--- src/sv/four_op_register_memory_machine_unit_macros.svh ---
// ----------------------------------------------------------------------------
// four_op_register_memory_machine_unit_macros.svh
// Assertion shorthands shared by the RTL. Users must have clk and rst_n.
// ----------------------------------------------------------------------------
`ifndef FOUR_OP_REGISTER_MEMORY_MACHINE_UNIT_MACROS_SVH
`define FOUR_OP_REGISTER_MEMORY_MACHINE_UNIT_MACROS_SVH

// Same-cycle implication.
`define FOMRM_ASSERT_IMPL(name, ante, cons, msg) \
    name: assert property (@(posedge clk) disable iff (!rst_n) (ante) |-> (cons)) \
        else $error(msg);

// Next-cycle implication.
`define FOMRM_ASSERT_NEXT(name, ante, cons, msg) \
    name: assert property (@(posedge clk) disable iff (!rst_n) (ante) |=> (cons)) \
        else $error(msg);

`endif

--- src/sv/fomrm_pkg.sv ---
// ----------------------------------------------------------------------------
// fomrm_pkg
// Shared opcodes, status codes, field widths and the register write bundle.
// ----------------------------------------------------------------------------
`default_nettype none

package fomrm_pkg;

    localparam int INSN_W     = 40;
    localparam int DATA_W     = 32;
    localparam int IDX_W      = 7;   // register index field in the word
    localparam int OFF_W      = 14;
    localparam int IMM_W      = 25;  // absolute address, widest immediate
    localparam int KONST_W    = 24;
    localparam int SUM_W      = 33;  // base + offset, never wraps
    localparam int OUT_IDX_W  = 5;
    localparam int OUT_ADDR_W = 10;
    localparam int STATUS_W   = 2;
    localparam int OP_W       = 3;

    localparam logic [OP_W-1:0] OP_LDI = 3'd0;  // load constant
    localparam logic [OP_W-1:0] OP_ST  = 3'd1;  // store reg at base + off
    localparam logic [OP_W-1:0] OP_OR  = 3'd3;  // reg |= mem[base + off]
    localparam logic [OP_W-1:0] OP_LD  = 3'd7;  // load absolute address

    localparam logic [STATUS_W-1:0] STATUS_OK    = 2'd0;
    localparam logic [STATUS_W-1:0] STATUS_SKIP  = 2'd1;
    localparam logic [STATUS_W-1:0] STATUS_BADOP = 2'd2;

    typedef struct packed {
        logic              en;
        logic [IDX_W-1:0]  idx;
        logic [DATA_W-1:0] data;
    } rf_wr_t;

endpackage

`default_nettype wire

--- src/sv/fomrm_ram.sv ---
// ----------------------------------------------------------------------------
// fomrm_ram
// Generic single-write, single-read RAM with registered read data.
// ----------------------------------------------------------------------------
`default_nettype none

module fomrm_ram #(
    parameter int WIDTH = 32,
    parameter int DEPTH = 1024
) (
    input  logic                     clk,
    input  logic                     we,
    input  logic [$clog2(DEPTH)-1:0] waddr,
    input  logic [WIDTH-1:0]         wdata,
    input  logic                     re,
    input  logic [$clog2(DEPTH)-1:0] raddr,
    output logic [WIDTH-1:0]         rdata
);

    logic [WIDTH-1:0] mem_reg [DEPTH];
    logic [WIDTH-1:0] rdata_reg;

    always_ff @(posedge clk)
    begin
        if (we)
        begin
            mem_reg[waddr] <= wdata;
        end
        if (re)
        begin
            rdata_reg <= mem_reg[raddr];
        end
    end

    assign rdata = rdata_reg;

endmodule

`default_nettype wire

--- src/sv/fomrm_regs.sv ---
// ----------------------------------------------------------------------------
// fomrm_regs
// Register file: two read copies, per-entry valid bits for reset-to-zero,
// bypass from the pending write and from the last committed write.
// ----------------------------------------------------------------------------
`default_nettype none

module fomrm_regs #(
    parameter int REG_COUNT = 32
) (
    input  logic                             clk,
    input  logic                             rst_n,
    input  logic                             rd_en,
    input  logic [fomrm_pkg::IDX_W-1:0]      ra_idx,
    input  logic [fomrm_pkg::IDX_W-1:0]      rb_idx,
    input  fomrm_pkg::rf_wr_t                wr,      // pending write, oldest in flight
    input  logic                             commit,  // pending write retires this edge
    output logic [fomrm_pkg::DATA_W-1:0]     ra_data,
    output logic [fomrm_pkg::DATA_W-1:0]     rb_data
);

    localparam int RW = $clog2(REG_COUNT);

    logic [fomrm_pkg::IDX_W-1:0]  ra_q_reg;
    logic [fomrm_pkg::IDX_W-1:0]  rb_q_reg;
    logic [REG_COUNT-1:0]         vld_reg;
    logic                         lw_valid_reg;
    logic [fomrm_pkg::IDX_W-1:0]  lw_idx_reg;
    logic [fomrm_pkg::DATA_W-1:0] lw_data_reg;
    logic [fomrm_pkg::DATA_W-1:0] ram_a;
    logic [fomrm_pkg::DATA_W-1:0] ram_b;
    logic                         we;

    assign we = wr.en && commit;

    fomrm_ram #(
        .WIDTH (fomrm_pkg::DATA_W),
        .DEPTH (REG_COUNT)
    ) u_ram_a (
        .clk   (clk),
        .we    (we),
        .waddr (wr.idx[RW-1:0]),
        .wdata (wr.data),
        .re    (rd_en),
        .raddr (ra_idx[RW-1:0]),
        .rdata (ram_a)
    );

    fomrm_ram #(
        .WIDTH (fomrm_pkg::DATA_W),
        .DEPTH (REG_COUNT)
    ) u_ram_b (
        .clk   (clk),
        .we    (we),
        .waddr (wr.idx[RW-1:0]),
        .wdata (wr.data),
        .re    (rd_en),
        .raddr (rb_idx[RW-1:0]),
        .rdata (ram_b)
    );

    // pending write > last committed write > never written (zero) > RAM
    function automatic logic [fomrm_pkg::DATA_W-1:0] pick(
        input logic [fomrm_pkg::IDX_W-1:0]  idx,
        input logic                         vld,
        input logic [fomrm_pkg::DATA_W-1:0] ram,
        input fomrm_pkg::rf_wr_t            pend,
        input logic                         lw_v,
        input logic [fomrm_pkg::IDX_W-1:0]  lw_i,
        input logic [fomrm_pkg::DATA_W-1:0] lw_d
    );
        priority if (pend.en && pend.idx == idx)
        begin
            return pend.data;
        end
        else if (lw_v && lw_i == idx)
        begin
            return lw_d;
        end
        else if (!vld)
        begin
            return '0;
        end
        else
        begin
            return ram;
        end
    endfunction

    assign ra_data = pick(ra_q_reg, vld_reg[ra_q_reg[RW-1:0]], ram_a, wr,
                          lw_valid_reg, lw_idx_reg, lw_data_reg);
    assign rb_data = pick(rb_q_reg, vld_reg[rb_q_reg[RW-1:0]], ram_b, wr,
                          lw_valid_reg, lw_idx_reg, lw_data_reg);

    always_ff @(posedge clk or negedge rst_n)
    begin
        if (!rst_n)
        begin
            vld_reg      <= '0;
            lw_valid_reg <= 1'b0;
        end
        else if (we)
        begin
            vld_reg[wr.idx[RW-1:0]] <= 1'b1;
            lw_valid_reg            <= 1'b1;
        end
    end

    always_ff @(posedge clk)
    begin
        if (rd_en)
        begin
            ra_q_reg <= ra_idx;
            rb_q_reg <= rb_idx;
        end
        if (we)
        begin
            lw_idx_reg  <= wr.idx;
            lw_data_reg <= wr.data;
        end
    end

endmodule

`default_nettype wire

--- config.mk ---
export PLATFORM = sky130hd
export DESIGN_NAME = fomrm_regs
export DESIGN_NICKNAME = d
export VERILOG_FILES = /design/src/sv/four_op_register_memory_machine_unit_macros.svh /design/src/sv/fomrm_pkg.sv /design/src/sv/fomrm_ram.sv /design/src/sv/fomrm_regs.sv
export SDC_FILE = /design/constraint.sdc
export NUM_CORES = 1
export LEC_CHECK = 0
export BUFFER_PORTS_ARGS = -buffer_cell sky130_fd_sc_hd__buf_2
export CORE_MARGIN = 1
export CORE_UTILIZATION = 35
export DETAILED_ROUTE_END_ITERATION = 8
export SLEW_MARGIN = 20
export SYNTH_ARGS = -nofsm -noshare
export SYNTH_HDL_FRONTEND = slang
export SYNTH_SLANG_ARGS = --single-unit
--- constraint.sdc ---
create_clock -name clk -period 2.9 [get_ports clk]
set_input_delay 0.145 -clock clk [delete_from_list [all_inputs] [get_ports clk]]
set_output_delay 0.145 -clock clk [all_outputs]
set_load 0.03 [all_outputs]
## Yosys cells after proc, flatten, opt, wreduce, memory -nomap -nowiden

Memories as Yosys holds them, arrays and structs flattened. A register that Yosys moved wholly into a read port is not among the register bits.
Index checks and enable logic that the tools add are counted.

- $lt $le $gt $ge: 4
- Eq/ne operators: 4
- Muxes and demuxes: 14
- Bitwise gates (word level): 1
- Reduce and logical (&&, ||, !) cells: 6

Operators with widths:

| cell | number |
|---|---|
| two-way mux 32 bit | 6 |
| OR 32 bit | 1 |
| equality test 7 bit | 4 |
| less-than comparator 5 x 6 -> 1 bit (second input constant) | 3 |
| binary-select mux 1 bit (select 5 bit) | 2 |
| logical AND 1 bit | 6 |
| demux 1 bit (select 5 bit) | 1 |
| greater-or-equal comparator 5 x 1 -> 1 bit (second input constant) | 1 |
| two-way mux 1 bit | 5 |

- Register bits: 86
- Memory bits (writable): 2048
- Input bits: 58
- Output and inout port bits: 64
- Memories: 2

Memories:

| memory | words | width | read ports | clocked after memory_dff | wr ports | line | RTL |
|---|---|---|---|---|---|---|---|
| u_ram_a.mem_reg | 32 | 32 | 1 | 1 | 1 | fomrm_ram.sv:20 | `logic [WIDTH-1:0] mem_reg [DEPTH];` |
| u_ram_b.mem_reg | 32 | 32 | 1 | 1 | 1 | fomrm_ram.sv:20 |  |

## Depth between registers and ports, before layout

- Depth in word-level cells: 5
- Gate-level depth with buffers: 10

## Hierarchy

From an unflattened synthesis, not the netlist that was laid out.

- Cells, all modules: 4911
- Area, all modules: 86664.4 sq um

Modules (own cells, without submodules):

| module | instances | cells an instance | area an instance (sq um) |
|---|---|---|---|
| fomrm_ram | 2 | 2260 | 40805.4 |
| fomrm_regs | 1 | 391 | 5053.6 |

## Worst setup path before layout

Ideal clock, no wire load.

- Path kind: input-to-reg
- From: input commit
- To: memory u_ram_b.mem_reg[25][0], enable pin
- Library setup time: 0.422 ns
- Arrival: 2.913 ns
- Slack: -0.435 ns
- Cell stages on the path: 4
- Buffers on the path: 0
- Path through: nand2_1 -> inv_1 -> nand3b_1 -> nor2_1

- Word-level cells in the longest chain between the ends: 3

Ends and longest elaborated chain:

| what | line | RTL |
|---|---|---|
| start: declaration | fomrm_regs.sv:17 | `input logic commit,` |
| logical AND 1 bit | fomrm_regs.sv:34 | `assign we = wr.en && commit;` |
| via u_ram_a.we | fomrm_ram.sv:12 | `input logic we,` |
| two-way mux 1 bit | fomrm_ram.sv:25 | `if (we)` |
| two-way mux 1 bit (not written as such) | fomrm_ram.sv:27 | `mem_reg[waddr] <= wdata;` |
| end: declaration | fomrm_ram.sv:20 |  |

The timed path passes the listed nets, and every way through them passes these cells.

## Worst setup path after layout

- From: register rb_q_reg[1] (netlist bit)
- To: output rb_data[12] (netlist bit)

- Word-level cells in the longest chain between the ends: 5

Ends and longest elaborated chain:

| what | line | RTL |
|---|---|---|
| start: declaration | fomrm_regs.sv:25 | `logic [fomrm_pkg::IDX_W-1:0] rb_q_reg;` |
| start signal: assignment | fomrm_regs.sv:114 | `rb_q_reg <= rb_idx;` |
| binary-select mux 1 bit (select 5 bit) | fomrm_regs.sv:92 | `assign rb_data = pick(rb_q_reg, vld_reg[rb_q_reg[RW-1:0]], ram_b, wr,` |
| two-way mux 1 bit (not written as such) | fomrm_regs.sv:92 |  |
| two-way mux 32 bit | fomrm_regs.sv:80 | `else if (!vld)` |
| two-way mux 32 bit | fomrm_regs.sv:76 | `else if (lw_v && lw_i == idx)` |
| two-way mux 32 bit * | fomrm_regs.sv:72 | `priority if (pend.en && pend.idx == idx)` |
| end: declaration | fomrm_regs.sv:19 | `output logic [fomrm_pkg::DATA_W-1:0] rb_data` |

Mark *: on every way between the ends. The rest lies on a longest branch, timed or not. The select of a mux whose other input is x is not followed.

==> qor.yml <==
clkTransAtPathRegs_ns: 0.06
end_kind: "primary output"
synth.distinct_cells: 33
dr.pass1.iters: 7
path_class: "reg2out"
area_growth_pct: 19.7
cts.sinks: 1174
grtUsageMet1: 0.282
grt_start_max_net_pins: 46
start_util: 0.354
post-place-cells: 4480
wl_per_cell_um: 34.1
crit_arrival_ns: 3.36
p_per_area_nw_per_um2: 628
syn_avg_cell_area_um2: 22.6
grt_util_met2: 0.354
die_w_um: 393
synth_seq_area_share: 0.657
num_rows: 142
tritoncts: "yes"
synth_top_cell_by_area: "edfxtp_1"
netlist.area_leader.share: 0.642
n_fill_cell: 12900
power_uw: 40200
crit_path_max_fanout: 7
core_area_um2: 151000
slew_headroom: 0.372
ys_top_cells_by_area: "edfxtp_1 64%, mux4_2 27%, dfrtp_1 1.5%"
ys.flop_type: "edfxtp_1"
cts-root-buf: "clkbuf_16"
grtUsageMet3: 0.0472
largest_register_ffs: 992
reg2regPathDepth: 3
synth_common_cells: "1141 x edfxtp_1, 650 x mux4_2, 97 x clkbuf_1"
dpl.hpwl_um: 94500
die_h_um: 393
rsz0062_at_grt: "true"
yosysMostFrequentCell: "edfxtp_1"
postSynthCellCount: 2362
globalplace.congestion: 0.798
ys_ff_latch: 1174
worst_slew_pin_slew_ns: 0.943
clock_latency_ns: 0.78
drive_gt1_frac: 0.452
violations: "setup timing"
drc: 0
routed_wl_um: 164000
leakagePower_uw: 0.0207
fmaxAchievable_mhz: 286
hold_viol: 0
pre_cts_ws_ns: 0.200
drv_cap: 0
syn-num-nets: 2420
holdCritPathClass: "in2async"
synth_edf_count: 1141
grt-ovfl-total: 0
grt_usage: 0.214
grt_pass1_vias: 29900
clock_skew_ns: 0.0275
syn_area_um2: 53400
startpoint_type: "register"
clockBufferDepth: 3
htreeDepth: 4
grt_pass1_wl_um: 230000
boundaryPins: 122
setup_viol: 64
ys_warn_count: 0
fin_crit_sh: 1.21
antenna_left: 0
die_area_um2: 154000
vias: 28700
worst_slack_ns: -0.600
antenna_found_initial: 16
detail_route.vias_per_cell: 5.99
slew_violations: 0
synth-async-reset-ratio: 0.0281
portBuffers: 121
initialDrtViolationCount: 3755
worst_ep_required_time_ns: 2.76
numCtsBuffers: 132
finalCriticalPeriod_ns: 3.50
final_nets: 2736
grt_busiest_layer: "met2"
peakVddDrop_uv: 552
run_status: "complete, but fails checks"
instances_no_fill: 4800
-- where the power goes --
group          switching [uW]  internal, uW
sequential                233         19000
clock                    6930          9650
combinational            2250          2110
-- cell type report --
| cell class | instances | area, um2 | share of cell area |
|---|---|---|---|
| diodes | 2 | 5.00 | 0.0000783 |
| clock buffers | 161 | 3480 | 0.0544 |
| clock inverters | 77 | 782 | 0.0122 |
| inverters | 3 | 11.3 | 0.000176 |
| multi-input cells | 1002 | 17800 | 0.278 |
| flip-flops and latches | 1174 | 35100 | 0.549 |
| well taps | 2016 | 2520 | 0.0395 |
| repair buffers | 365 | 4240 | 0.0664 |
-- stage by stage --
stage | hold WS (ns) | instance area (um2) | utilization | setup TNS (ns)
global placement | 0.234 | 58200 | 0.386 | -8.84
detailed placement | 0.255 | 58200 | 0.386 | 0
global route | 0.00714 | 63900 | 0.424 | -38.42
floorplan | -0.151 | 53400 | - | -220.49
finish | 0.00678 | 63900 | 0.424 | -33.12
CTS | 0.000851 | 63800 | 0.423 | -32.29
-- cells by family after synthesis --
kind of cell | Yosys count | share of synthesized area
flip-flops | 1174 | 0.657
multiplexers | 740 | 0.292
buffers and inverters | 186 | 0.0155
AND/OR/NAND/NOR | 101 | 0.00979
AO/OA/AOI/OAI | 133 | 0.0207
XOR/XNOR | 28 | 0.00459
-- cell usage in the layout, fill, tap and decap left out, types with 24 or more instances in the layout --
cell type / instances
buf_4: 102
a21o_1: 64
or2_1: 32
dlygate4sd3_1: 51
clkbuf_1: 26
buf_12: 82
mux2i_1: 26
dfrtp_1: 33
mux4_2: 650
buf_2: 48
edfxtp_1: 1141
a22o_1: 64
clkbuf_16: 136
buf_6: 68
mux2_2: 64
clkinv_1: 24
nor2_4: 35
-- final timing paths --
kind,from,to,slack (ns)
worst max-delay path,rb_q_reg[1],rb_data[12],-0.60
worst min-delay path,rst_n,vld_reg[6],0.007
worst max register to register,u_ram_b.mem_reg[18][31],u_ram_b.rdata[31],0.87
worst min register to register,vld_reg[20],vld_reg[20],0.50
max in group asynchronous,rst_n,vld_reg[29],2.38
min in group clk,ra_idx[1],ra_q_reg[1],0.04
-- worst max-delay path, cell delays in order, from the launching register on --
cell,delay (ns)
edfxtp_1,0.40
buf_6,0.16
mux2i_1,0.12
mux4_2,0.49
a311o_1,0.32
a311oi_4,0.32
buf_12,0.17
buf_4,0.12
buf_12,0.15
a21o_1,0.16
buf_6,0.14
-- layer usage --
metal	routed length (um)	part of all wire	vias to the layer above
met5	48	0.00029	-
met3	14300	0.087	261
met4	4310	0.026	8
met2	81400	0.50	1503
li1	-	-	11200
met1	63600	0.39	15800
-- repair_timing --
item	CTS	global route
pin swaps	24	12
hold buffers	51	0
endpoints found under the hold margin	1132	0
gates resized for setup	143	5
cloned	6	1
setup endpoints to repair	64	64
buffers inserted	16	6
Note: power is estimated with default switching activity, not from simulation.
